$ cat config.mk
export PLATFORM = sky130hd
export DESIGN_NAME = dual_reed_flow_sequence_counter
export DESIGN_NICKNAME = d
export VERILOG_FILES = /design/src/sv/drfsc_pkg.sv /design/src/sv/drfsc_core.sv /design/src/sv/dual_reed_flow_sequence_counter.sv
export SDC_FILE = /design/constraint.sdc
export NUM_CORES = 1
export LEC_CHECK = 0
export ABC_AREA = 1
export BUFFER_PORTS_ARGS = -buffer_cell sky130_fd_sc_hd__clkbuf_2
export CORE_ASPECT_RATIO = 0.75
export CORE_MARGIN = 2
export CORE_UTILIZATION = 38
export CTS_CLUSTER_DIAMETER = 100
export CTS_CLUSTER_SIZE = 16
export DETAILED_ROUTE_END_ITERATION = 6
export PLACE_DENSITY = 0.69
export SYNTH_ARGS = -nofsm -noshare
export SYNTH_HDL_FRONTEND = slang
export SYNTH_SLANG_ARGS = --single-unit
$ cat constraint.sdc
create_clock -name clk -period 1.9 [get_ports clk]
set_clock_uncertainty 0.2 [all_clocks]
set_input_delay 0.285 -clock clk [delete_from_list [all_inputs] [get_ports clk]]
set_output_delay 0.285 -clock clk [all_outputs]
set_load 0.02 [all_outputs]
$ cat src/sv/drfsc_pkg.sv
// Shared types and constants for the dual reed flow sequence counter.
package drfsc_pkg;

	localparam int CODE_W  = 2;
	localparam int PHASE_W = 2;
	localparam int COUNT_W = 4;
	localparam int CFG_W   = 4;

	typedef logic [CODE_W-1:0]  code_t;
	typedef logic [PHASE_W-1:0] phase_t;
	typedef logic [COUNT_W-1:0] count_t;
	typedef logic [CFG_W-1:0]   cfg_data_t;

	typedef enum logic [0:0] {
		REG_DEBOUNCE = 1'b0,
		REG_TAMPER   = 1'b1
	} reg_index_t;

	localparam code_t CODE_MAGNET = 2'b00;
	localparam code_t CODE_B01    = 2'b01;
	localparam code_t CODE_B10    = 2'b10;
	localparam code_t CODE_B11    = 2'b11;

	localparam phase_t PHASE_LAST = 2'd3;

	localparam cfg_data_t DEBOUNCE_RESET = 4'd2;
	localparam cfg_data_t TAMPER_RESET   = 4'd3;

	typedef struct packed {
		logic   volume_pulse;
		logic   tamper_alarm;
		phase_t current_phase;
	} result_t;

	function automatic code_t expected_code(input phase_t ph);
		code_t c;
		c = CODE_B11;
		case (ph)
			2'd0: c = CODE_B01;
			2'd1: c = CODE_B11;
			2'd2: c = CODE_B10;
			2'd3: c = CODE_B11;
			default: c = CODE_B11;
		endcase
		return c;
	endfunction

endpackage

$ cat src/sv/drfsc_core.sv
// Sequence state, magnet counter and configuration registers of the counter.
module drfsc_core (
	input  logic                   clk,
	input  logic                   arst_n,
	input  logic                   write_en,
	input  drfsc_pkg::reg_index_t  reg_index,
	input  drfsc_pkg::cfg_data_t   write_data,
	input  logic                   step,
	input  drfsc_pkg::code_t       code,
	output drfsc_pkg::result_t     result
);
	import drfsc_pkg::*;

	cfg_data_t debounce_q, tamper_q;
	phase_t    phase_q, phase_d;
	count_t    match_q, match_d;
	count_t    magnet_q, magnet_d;
	count_t    match_inc, magnet_inc;
	logic      pulse, alarm;

	always_ff @(posedge clk or negedge arst_n) begin
		if (!arst_n) begin
			debounce_q <= DEBOUNCE_RESET;
			tamper_q   <= TAMPER_RESET;
		end else if (write_en) begin
			case (reg_index)
				REG_DEBOUNCE: debounce_q <= write_data;
				REG_TAMPER:   tamper_q   <= write_data;
				default: ;
			endcase
		end
	end

	assign match_inc  = match_q + count_t'(1);
	assign magnet_inc = magnet_q + count_t'(1);

	always_comb begin
		phase_d  = phase_q;
		match_d  = match_q;
		magnet_d = magnet_q;
		pulse    = 1'b0;
		alarm    = 1'b0;
		if (code == CODE_MAGNET) begin
			if (magnet_inc >= tamper_q) begin
				magnet_d = '0;
				alarm    = 1'b1;
			end else begin
				magnet_d = magnet_inc;
			end
		end else if (code == expected_code(phase_q)) begin
			if (match_inc >= debounce_q) begin
				match_d = '0;
				pulse   = (phase_q == PHASE_LAST);
				phase_d = phase_q + phase_t'(1);
			end else begin
				match_d = match_inc;
			end
		end else begin
			match_d = '0;
		end
	end

	always_ff @(posedge clk or negedge arst_n) begin
		if (!arst_n) begin
			phase_q  <= '0;
			match_q  <= '0;
			magnet_q <= '0;
		end else if (step) begin
			phase_q  <= phase_d;
			match_q  <= match_d;
			magnet_q <= magnet_d;
		end
	end

	assign result.volume_pulse  = pulse;
	assign result.tamper_alarm  = alarm;
	assign result.current_phase = phase_d;

endmodule

$ cat src/sv/dual_reed_flow_sequence_counter.sv
// Top level: input register, sequence core and output register.
// A sample goes from the input register through the core into the output register.
// Throughput: one sample per cycle while the output is not stalled; the core updates its state in a single pass.
// in_ready stays high while the input stage is empty or moving on.
// Reset clears valid flags, phase, match and magnet counts; debounce 2, tamper 3.
module dual_reed_flow_sequence_counter (
	input  logic                  clk,
	input  logic                  arst_n,
	input  logic                  in_valid,
	output logic                  in_ready,
	input  drfsc_pkg::code_t      switch_code,
	output logic                  out_valid,
	input  logic                  out_ready,
	output logic                  volume_pulse,
	output logic                  tamper_alarm,
	output drfsc_pkg::phase_t     current_phase,
	input  logic                  write_en,
	input  drfsc_pkg::reg_index_t reg_index,
	input  drfsc_pkg::cfg_data_t  write_data
);
	import drfsc_pkg::*;

	logic    valid_s1;
	code_t   code_s1;
	logic    out_valid_q;
	result_t result_q;
	result_t core_result;
	logic    advance;

	assign advance  = !out_valid_q || out_ready;
	assign in_ready = !valid_s1 || advance;

	always_ff @(posedge clk or negedge arst_n) begin
		if (!arst_n) begin
			valid_s1 <= 1'b0;
		end else if (in_ready) begin
			valid_s1 <= in_valid;
		end
	end

	always_ff @(posedge clk) begin
		if (in_ready && in_valid) begin
			code_s1 <= switch_code;
		end
	end

	drfsc_core u_core (
		.clk        (clk),
		.arst_n     (arst_n),
		.write_en   (write_en),
		.reg_index  (reg_index),
		.write_data (write_data),
		.step       (valid_s1 && advance),
		.code       (code_s1),
		.result     (core_result)
	);

	always_ff @(posedge clk or negedge arst_n) begin
		if (!arst_n) begin
			out_valid_q <= 1'b0;
		end else if (advance) begin
			out_valid_q <= valid_s1;
		end
	end

	always_ff @(posedge clk) begin
		if (advance && valid_s1) begin
			result_q <= core_result;
		end
	end

	assign out_valid     = out_valid_q;
	assign volume_pulse  = result_q.volume_pulse;
	assign tamper_alarm  = result_q.tamper_alarm;
	assign current_phase = result_q.current_phase;

	a_pulse_alarm_excl: assert property (@(posedge clk) disable iff (!arst_n)
		out_valid_q |-> !(result_q.volume_pulse && result_q.tamper_alarm))
		else $error("pulse and alarm on one transaction");

	a_pulse_wraps_phase: assert property (@(posedge clk) disable iff (!arst_n)
		(out_valid_q && result_q.volume_pulse) |-> (result_q.current_phase == '0))
		else $error("volume pulse without return to first phase");

	a_stage_hold: assert property (@(posedge clk) disable iff (!arst_n)
		(valid_s1 && !advance) |=> (valid_s1 && $stable(code_s1)))
		else $error("input stage lost a stalled transaction");

endmodule
Yosys cells after proc, flatten, opt, wreduce, memory -nomap -nowiden
Index checks and enable logic that the tools add are counted.

Reduce and logical (&&, ||, !) cells: 14. $mul: 0. Multiplexer cells: 9. Add/subtract/negate cells: 3. Bitwise operators: 4. Divide/modulo/power cells: 0. Equality and inequality tests: 4. $lt $le $gt $ge: 2. Shift operators: 0.

Operator list (number): 4-bit two-way mux (3); 4-bit by 1-bit adder with 4-bit output (second input constant) (2); 4-bit >= comparator (2); 2-bit two-way mux (4); 2-bit AND reduction (4); 2-bit one-hot mux with 3 select lines (1); 2-bit == test (second input constant) (2); 2-bit zero test (2); 1-bit inverter (4); 3-bit OR reduction (1); 2-bit by 1-bit adder with 2-bit output (second input constant) (1); 2-bit by 1-bit == test with 1-bit output (second input constant) (1); 2-bit == test (1); 1-bit logical AND (2); 1-bit zero test (2); 1-bit logical OR (2); 2-bit OR reduction (1); 1-bit two-way mux (1).

Register bits after elaboration: 26. Bits in latches: 0. Memories kept: 0. Logic and storage cells: 47. Input bits: 12. Memory bits (read-only): 0. Bits in writable memories: 0.

Logic depth before layout (Yosys ltp)
Gate-level depths: netlist of the first run.

Word-level depth: 7. Depth in mapped cells: 11. Depth with buffers taken out: 11.

Hierarchy
A second synthesis of the first run with hierarchy kept.

Cells, all modules: 165. Area, all modules: 1441.4 µm².

By module, submodules not included: drfsc_core (cells each 147, instances 1, area an instance 1166.1 µm², seq. area each 454.2 µm²); dual_reed_flow_sequence_counter (cells each 18, instances 1, area an instance 275.3 µm², seq. area each 230.2 µm²).

Worst setup path after synthesis of the first run
OpenSTA, ideal clock, no wires.

Kind: reg-to-reg. From: register u_core.match_q[0]. To: register result_q, in the netlist current_phase[0] (data pin). Stages on the path, launching flop included: 11. Clock period less this slack: 2.081 ns. Path buffers: 0. Data arrival time: 1.626 ns. Required time: 1.445 ns. Slack: -0.181 ns. Cell sequence: dfrtp_1 > ha_1 > xor2_1 > ha_1 > nand2_1 > inv_1 > nand2_1 > nand3_1 > nand2_2 > nand2_1 > and2_1.

RTL lines: start: declaration (line drfsc_core.sv:16) `count_t match_q, match_d;`; start signal: assignment (line drfsc_core.sv:70) `match_q <= match_d;`; end signal: assignment (line dual_reed_flow_sequence_counter.sv:68) `result_q <= core_result;`; end: declaration (line dual_reed_flow_sequence_counter.sv:26) `result_t result_q;`.

==> results of run 1 <==
-- power groups by stage --
| stage | logic (mW) | clock network, mW | registers, mW |
|---|---|---|---|
| 5_1_grt | 1.31 | 0.442 | 0.836 |
| 3_3_place_gp | 0.934 | 0 | 0.803 |
| 6_report | 1.16 | 0.405 | 0.819 |
| 3_5_place_dp | 0.950 | 0 | 0.810 |
| 2_1_floorplan | 0.598 | 0 | 0.842 |
| 4_1_cts | 1.05 | 0.421 | 0.797 |
-- worst max path at each step --
stage | start | endpoint | slack (ns) | depth (start not counted)
final | u_core.match_q[0] | current_phase[1] | -0.19 | 7
after CTS | u_core.match_q[1] | current_phase[0] | -0.18 | 10
after floorplan | u_core.match_q[0] | current_phase[0] | -0.09 | 10
after global placement | u_core.match_q[1] | current_phase[1] | -0.12 | 10
after global routing | u_core.match_q[0] | current_phase[0] | -0.27 | 10
after detailed placement | u_core.match_q[1] | current_phase[0] | -0.17 | 10
-- synthesized netlist by cell type --
library cell,count
o21bai_1,1
nor2_2,2
edfxtp_1,6
o21ai_0,8
nand2b_1,1
a21oi_1,2
nand2_4,1
or2_0,1
nor3_2,1
o22ai_1,1
nand2_2,4
nand2_1,42
nor2_8,1
o21ai_2,1
nand3_1,10
dfrtp_1,17
xnor2_1,1
nand4_1,2
inv_1,22
o21ai_1,3
nor2_1,5
clkinv_1,2
xor2_1,3
and2_1,2
dfstp_2,3
inv_2,4
ha_1,13
nor2_4,1
-- logic make-up (layout without fill, tap and decap cells) --
| family | count (synthesis) | in the layout | synth area share, % |
|---|---|---|---|
| and+or+nand+nor | 73 | 73 | 24.8 |
| adders and majority gates | 13 | 13 | 11.4 |
| xor gates and xnor gates | 4 | 4 | 2.45 |
| AOI/OAI and AO/OA | 16 | 16 | 6.13 |
| DFF | 26 | 26 | 47.9 |
| buffers and inverters | 28 | 65 | 7.36 |
-- layout by cell type, fill, tap and decap left out, types with 2 or more instances in the layout --
cell,Yosys,final
inv_1,22,22
ha_4,0,2
buf_4,0,13
o21ai_0,8,8
edfxtp_1,6,6
nand3_1,10,7
inv_2,4,4
a21oi_2,0,2
and2_4,0,2
clkbuf_8,0,3
nor2_1,5,5
nand2_1,42,39
nand2_2,4,6
clkbuf_2,0,17
nand2_4,1,2
o21ai_2,1,2
clkinv_1,2,2
nand3_4,0,2
o21ai_1,3,2
nand4_1,2,2
dfrtp_1,17,17
nor2_2,2,2
dlygate4sd3_1,0,3
dfstp_2,3,3
ha_1,13,10
-- registers in the layout, summed over array words and instances, names as in the netlist --
signal / cells
u_core.magnet_q: 4
tamper_alarm: 1
code_s1: 2
volume_pulse: 1
valid_s1: 1
u_core.tamper_q: 4
u_core.debounce_q: 4
out_valid: 1
current_phase: 2
u_core.phase_q: 2
u_core.match_q: 4
-- critical path: cells and delay by family (launching register included) --
kind                       cells  cell delay, ns
and+or+nand+nor                4            0.58
xor gates and xnor gates       1            0.14
DFF                            1            0.41
adders and majority gates      2            0.50
-- stage by stage --
step,setup WS [ns],hold WS [ns],TNS [ns],power [mW],std cells
after floorplan,-0.0867,-0.211,-0.173,1.44,160
after global placement,-0.120,0.0665,-0.379,1.74,237
after detailed placement,-0.165,0.0727,-0.549,1.76,237
after CTS,-0.181,0.00803,-0.796,2.27,247
after global routing,-0.270,0.0272,-1.75,2.59,249
final,-0.191,0.0118,-0.755,2.38,249
-- repair_timing --
item	CTS	global route
pin swaps	4	11
endpoints found under the setup margin	13	13
hold buffers	3	0
hold endpoints to repair	19	0
setup buffers	3	2
gates resized for setup	8	11
-- routing by layer --
metal,vias up,part of all wire (%)
met5,-,0
met4,0,1.3
met3,4,4.4
met2,16,46
met1,507,48
li1,576,-
-- final cells by class --
cell class              instances  area, um2
well taps                      52       65.1
inverters                      28        105
fillers                       335       1750
flip-flops and latches         26        684
clock buffers                   4       66.3
repair buffers                 33        213
multi-input cells             106        758
==> flow_summary.ini, run 1 <==
[drt]
wl_per_cell_um = 9.76
dr.first_iter.drc_count = 67
wl_mm = 2.43
postRouteAntennaNets = 0
num_vias = 1103
drc = 0
drt-pass1-iter-count = 4
via_per_inst = 4.43

[sta]
maxSlewViolCount = 0
rsz0062_at_grt = true
finalWorstSetupSlack_ns = -0.191
timing.fmax_ghz = 0.478
slew_headroom_pct = 67.3
tightest_slew_ns = 0.490
fin_crit_sh_pct = 110
setup_viol = 9
period_needed_ns = 2.09
hold_viol = 0

[layout]
drive_gt1_share_pct = 34.5
area_growth_syn_to_layout_pct = 32.4
finish.net_count = 223
post-route-cell-area_um2 = 1890
final_core_utilization_pct = 52.0
antenna_cells = 0

[global_routing]
grt.met1_usage_pct = 16.8
grt_antenna_before_repair = 0
grt_use_met2_pct = 20.4
grt_first_pass_wirelength_mm = 4.13
use_met3_pct = 4.42
grt_start_max_net_pins = 21
gr-total-overflow = 0
grt_most_used_layer = met2
grtUsageTotal_pct = 12.8
grt_pass1_vias = 1013

[logic_synthesis]
synth_top_area_share_pct = 29.8
yosys_register_bits = 26
syn_inst = 160
synth_top_area_cell = dfrtp_1
syn_area_per_cell_um2 = 8.93
ys_top_cells_by_area = dfrtp_1 (30%), edfxtp_1 (13%), ha_1 (11%)
yosysSeqAreaShare_pct = 47.9
synth_area_um2 = 1430
synth_warnings = 0
yosysUniqueCellTypes = 28
synth_fp_nets = 185

[clock_tree]
clock_latency_ns = 0.28
clockRootBuffer = clkbuf_8
cts_max_path_buffers = 2
clk_pin_slew_worst_paths_ns = 0.09
cts_inserted_buffers = 3
cts_sinks = 26
cts_tree = yes
htree_levels = 1

[pwr]
p_sw_share_pct = 37.3
switchingPower_mw = 0.889
clockPowerShare_pct = 17.0
ir_drop_v = 0.000561
power-per-cell-area_nw_per_um2 = 1260
p_int_mw = 1.49
pwr-share-comb_pct = 48.6
p_seq_share_pct = 34.4
p_leak_nw = 0.972

[placement]
dpl_cell_area_um2 = 1650
gp_congestion = 0.844
dp_hpwl_mm = 1.88
portBuffers = 17

[hold_path]
worstHoldStart = write_data[1]
holdPathStages = 3
hold_path_class = in -> reg
min_to = u_core.tamper_q[1]

[worst_setup_path]
r2r_end = current_phase[1]
rr_startpoint = u_core.match_q[0]
cp-end-kind = flip-flop
rr_worst_depth = 7
path_cells = ha_2 -> xor2_2 -> ha_1 -> nand4_1 -> nand3_4 -> nand3_1 -> and2_4
required_ns = 1.74
cp.arrival_ns = 1.93
crit_slowest_cell = dfrtp_1
path_class = reg -> reg
critical-path-max-stage-delay_ns = 0.41
crit_fanout = 5
rrSetupSlack_ns = -0.19
critPathLaunchType = flip-flop

[die]
dieHeight_um = 57.1
fp-row-count = 19
start_util_pct = 39.3
die_area_um2 = 4270
fp.dieW_um = 74.8
core_area_um2 = 3640
pin_count = 18

[run_status]
failed_checks = setup timing
status = complete, but fails checks

[flow_run]
cap_viol_max_count = 0
(Power assumes the default switching activity.)
==> run 2: changes to the inputs <==
CORE_ASPECT_RATIO = not set   (was 0.75)
CTS_CLUSTER_SIZE = not set   (was 16)
==> run 2 against run 1 <==
The flow still finishes with violations (setup timing). Cell area shrank 1.9%. Via count down 0.45%. Count of clock-buffer cells in the layout unchanged. First-iteration DRC count decreased by 49%. Utilization shrank 0.94 points. Sequential power is essentially flat. Flip-flop and latch count stayed put.
==> flow_summary.ini, run 2 (synthesized netlist as in run 1, its figures left out) <==
[drt]
num_vias = 1098
via_per_inst = 4.48
drc = 0
postRouteAntennaNets = 0
drt-pass1-iter-count = 4
wl_per_cell_um = 10.2
wl_mm = 2.50
dr.first_iter.drc_count = 34

[hold_path]
holdPathStages = 3
min_to = u_core.tamper_q[1]
worstHoldStart = write_data[1]
hold_path_class = in -> reg

[clock_tree]
cts_inserted_buffers = 3
cts_sinks = 26
clockRootBuffer = clkbuf_8
cts_tree = yes
htree_levels = 1
clock_latency_ns = 0.26
clk_pin_slew_worst_paths_ns = 0.08
cts_max_path_buffers = 2

[layout]
layout_commonest_cell = nand2_1
area_growth_syn_to_layout_pct = 29.9
final_core_utilization_pct = 51.1
final_cells = 245
finish.net_count = 223
drive_gt1_share_pct = 34.5
seq_area_um2 = 686
fill_cells = 344
final_cell_mix = nand2_1 (41), inv_1 (21), clkbuf_2 (17)
multi_input_area_um2 = 743
antenna_cells = 0

[die]
pin_count = 18
start_util_pct = 39.3
fp-row-count = 22
dieHeight_um = 65.3
fp.dieW_um = 65.3
core_area_um2 = 3630
die_area_um2 = 4270

[placement]
pre_cts_ws_ns = -0.177
place_inst = 233
dp_hpwl_mm = 1.74
gp_congestion = 0.728
portBuffers = 17

[global_routing]
grt_most_used_layer = met2
grt.met1_usage_pct = 15.2
grt_pass1_vias = 1074
grt_use_met2_pct = 22.8
gr-total-overflow = 0
grt_start_max_net_pins = 21
use_met3_pct = 1.54
grt_first_pass_wirelength_mm = 4.33
grtUsageTotal_pct = 13.1
grt_antenna_before_repair = 0

[worst_setup_path]
cp-end-kind = flip-flop
path_class = reg -> reg
critPathLaunchType = flip-flop
critical-path-max-stage-delay_ns = 0.41
r2r_end = current_phase[0]
rr_worst_depth = 10
rrSetupSlack_ns = -0.20
rr_startpoint = u_core.match_q[1]
crit_slowest_cell = dfrtp_1
cp.arrival_ns = 1.92
crit_fanout = 5
required_ns = 1.72
path_cells = ha_2 -> xor2_2 -> ha_1 -> nand2_1 -> inv_1 -> nand2_2 -> nand3_4 -> nand2_2 -> nand2_1 -> and2_1

[sta]
setup_viol = 9
period_needed_ns = 2.10
hold_viol = 0
tightest_slew_ns = 0.528
timing.fmax_ghz = 0.477
finalWorstSetupSlack_ns = -0.197
fin_crit_sh_pct = 110
slew_headroom_pct = 64.8
rsz0062_at_grt = true
maxSlewViolCount = 0

[run_status]
status = complete, but fails checks
failed_checks = setup timing

[flow_run]
cap_viol_max_count = 0

[pwr]
ir_drop_v = 0.000400
power_mw = 2.30
p_leak_nw = 0.957
power-per-cell-area_nw_per_um2 = 1240
## run 2: cell counts in the layout (fill, tap and decap cells not counted)
Identical to the previous run, type by type.
## run 2: worst max path at each step
stage                                 start          endpoint  cells after the start
after floorplan           u_core.match_q[0]  current_phase[0]                     10
after global placement    u_core.match_q[0]  current_phase[1]                     10
after detailed placement  u_core.match_q[0]  current_phase[0]                     10
after CTS                 u_core.match_q[0]  current_phase[0]                      7
after global routing      u_core.match_q[0]  current_phase[1]                      7
final                     u_core.match_q[1]  current_phase[0]                     10
## run 2: repair_timing
item	in CTS	in global routing
setup endpoints to repair	11	13
resized for setup	6	12
pin swaps	2	10
endpoints found under the hold margin	19	0
hold buffers	3	0
buffers inserted	0	5
## run 2: stage by stage
step           hold slack, ns  setup TNS [ns]  cell area (um2)
2_1_floorplan          -0.211          -0.173             1440
3_3_place_gp           0.0797          -0.313             1640
3_5_place_dp           0.0819          -0.639             1640
4_1_cts                0.0441          -0.800             1750
5_1_grt                0.0620           -2.50             1860
6_report               0.0494           -1.07             1860
## run 2: per-layer routing
metal | part of all wire [%] | routed length, um
met1 | 44 | 1100
met2 | 53 | 1340
met3 | 1.6 | 40
met4 | 1.1 | 27
met5 | 0 | 0
## run 2: critical path, delay by kind of cell, from the launching register on
kind | cells | cell delay, ns
adders and majority gates | 2 | 0.50
and+or+nand+nor | 6 | 0.53
DFF | 1 | 0.41
xor gates and xnor gates | 1 | 0.18
buffers and inverters | 1 | 0.05
## run 2: layout make-up
cell class / count / area share, %
Multi-Input combinational cell: 106 / 40.1
Sequential cell: 26 / 37.0
Tap cell: 48 / 3.24
Clock buffer: 4 / 2.43
Timing Repair Buffer: 33 / 11.7
Inverter: 28 / 5.66
## run 2: where the power goes
part / switching [mW] / internal, mW / leakage [nW]
Sequential: 0.101 / 0.720 / 0.308
Combinational: 0.616 / 0.561 / 0.626
Clock: 0.155 / 0.150 / 0.0228
==> run 3: changes to the inputs <==
PLACE_DENSITY = not set   (was 0.69)
PLACE_DENSITY_LB_ADDON = 0.15   (was not set)
SETUP_SLACK_MARGIN = 0.3   (was not set)
==> run 3 against run 2 <==
The run still ends with setup timing left. Critical path depth unchanged. Cell area up 2.4%. Worst setup slack worse by 0.047 ns. Sequential power down 2%. Largest cell class unchanged. Largest power group unchanged. Highest routed layer unchanged.
==> flow_summary.ini, run 3 (synthesized netlist as in run 1, its figures left out) <==
[run_status]
status = complete, but fails checks
failed_checks = setup timing

[worst_setup_path]
cp-end-kind = flip-flop
path_class = reg -> reg
cp.arrival_ns = 1.97
critPathLaunchType = flip-flop
crit_fanout = 5
required_ns = 1.73

[clock_tree]
htree_levels = 1
cts_inserted_buffers = 3
cts_sinks = 26
clk_pin_slew_worst_paths_ns = 0.09
clockRootBuffer = clkbuf_8
cts_max_path_buffers = 2
clock_latency_ns = 0.27
cts_tree = yes

[pwr]
ir_drop_v = 0.00104
p_leak_nw = 0.981
pwr-share-comb_pct = 54.1
p_sw_share_pct = 38.0
clockPowerShare_pct = 14.0
power_mw = 2.53
power-per-cell-area_nw_per_um2 = 1330
p_int_mw = 1.57
switchingPower_mw = 0.963
p_seq_share_pct = 31.9

[die]
start_util_pct = 39.3
core_area_um2 = 3630
fp.dieW_um = 65.3
die_area_um2 = 4270
fp-row-count = 22
pin_count = 18
dieHeight_um = 65.3

[placement]
pre_cts_ws_ns = -0.163
dp_hpwl_mm = 1.91
dpl_cell_area_um2 = 1650
gp_congestion = 0.859
portBuffers = 17

[sta]
period_needed_ns = 2.14
slew_headroom_pct = 67.0
rsz0062_at_grt = true
tightest_slew_ns = 0.495
finalWorstSetupSlack_ns = -0.245
finalHoldWorstSlack_ns = 0.0331
setup_viol = 9
fin_crit_sh_pct = 113
timing.fmax_ghz = 0.466
hold_viol = 0
maxSlewViolCount = 0

[drt]
postRouteAntennaNets = 0
wl_per_cell_um = 10.7
num_vias = 1099
dr.first_iter.drc_count = 60
drt-pass1-iter-count = 4
wl_mm = 2.63
via_per_inst = 4.49
drc = 0

[layout]
fill_cells = 352
post-route-cell-area_um2 = 1900
finish.net_count = 223
antenna_cells = 0
layout_commonest_cell = nand2_1
area_growth_syn_to_layout_pct = 32.9
drive_gt1_share_pct = 36.5
final_cell_mix = nand2_1 (39), inv_1 (22), clkbuf_2 (17), dfrtp_1 (17), ha_1 (10)

[global_routing]
grt_start_max_net_pins = 21
grt_antenna_before_repair = 0
gr-total-overflow = 0
grtUsageTotal_pct = 14.1
grt_first_pass_wirelength_mm = 4.60
grt_pass1_vias = 1083

[flow_run]
cap_viol_max_count = 0

[hold_path]
hold_path_class = in -> reg
-- run 3: cell counts in the layout (fill, tap and decap cells not counted) --
No cell type changed its count.
-- run 3: worst paths after layout --
check                      cells after the start              endpoint                  from  slack [ns]
min in group asynchronous                      2    u_core.tamper_q[2]                arst_n        0.30
max in group asynchronous                      2  u_core.debounce_q[1]                arst_n        0.85
max reg2reg                                   10      current_phase[1]     u_core.match_q[1]       -0.24
max                                           10      current_phase[1]     u_core.match_q[1]       -0.24
min reg2reg                                    2  u_core.debounce_q[2]  u_core.debounce_q[2]        0.29
min                                            3  u_core.debounce_q[1]         write_data[1]        0.03
-- run 3: power groups by stage --
stage	clock network (mW)	logic, mW	registers (mW)
CTS	0.370	1.26	0.807
floorplan	0	0.611	0.842
global route	0.399	1.52	0.825
finish	0.356	1.37	0.808
global placement	0	0.941	0.807
detailed placement	0	0.973	0.813
-- run 3: worst max-delay path: stages (launching register included) --
cell and delay [ns]:
dfrtp_1 0.42, ha_2 0.21, xor2_2 0.18, ha_1 0.29
nand2_1 0.07, inv_1 0.04, nand2_2 0.07, nand3_4 0.10
nand2_4 0.11, nand2_2 0.07, and2_4 0.15
-- run 3: per-stage QoR --
stage	TNS [ns]	util [%]	instances
finish	-1.40	52.3	245
global route	-2.54	52.3	245
detailed placement	-0.576	45.3	233
floorplan	-0.172	-	160
CTS	-1.06	50.4	245
global placement	-0.309	45.3	233
-- run 3: area by class of cell --
type                       count  area (um2)  area share, %
clock buffer                   4        55.1           2.90
inverter                      28         105           5.53
multi-input combinational    106         767           40.4
sequential                    26         684           36.0
tap                           48        60.1           3.16
timing repair buffer          33         228           12.0
-- run 3: routing by layer --
metal,share of wire (%),GRT usage (%)
met4,1.5,8.33
met1,46,17.7
met3,2.2,2.05
met5,0,0
met2,50,23.0
-- run 3: timing repair --
item	CTS	global route
pin swaps	8	9
gates resized for setup	10	15
setup buffers	5	0
endpoints found under the setup margin	14	14
endpoints found under the hold margin	19	0
hold buffers	3	0
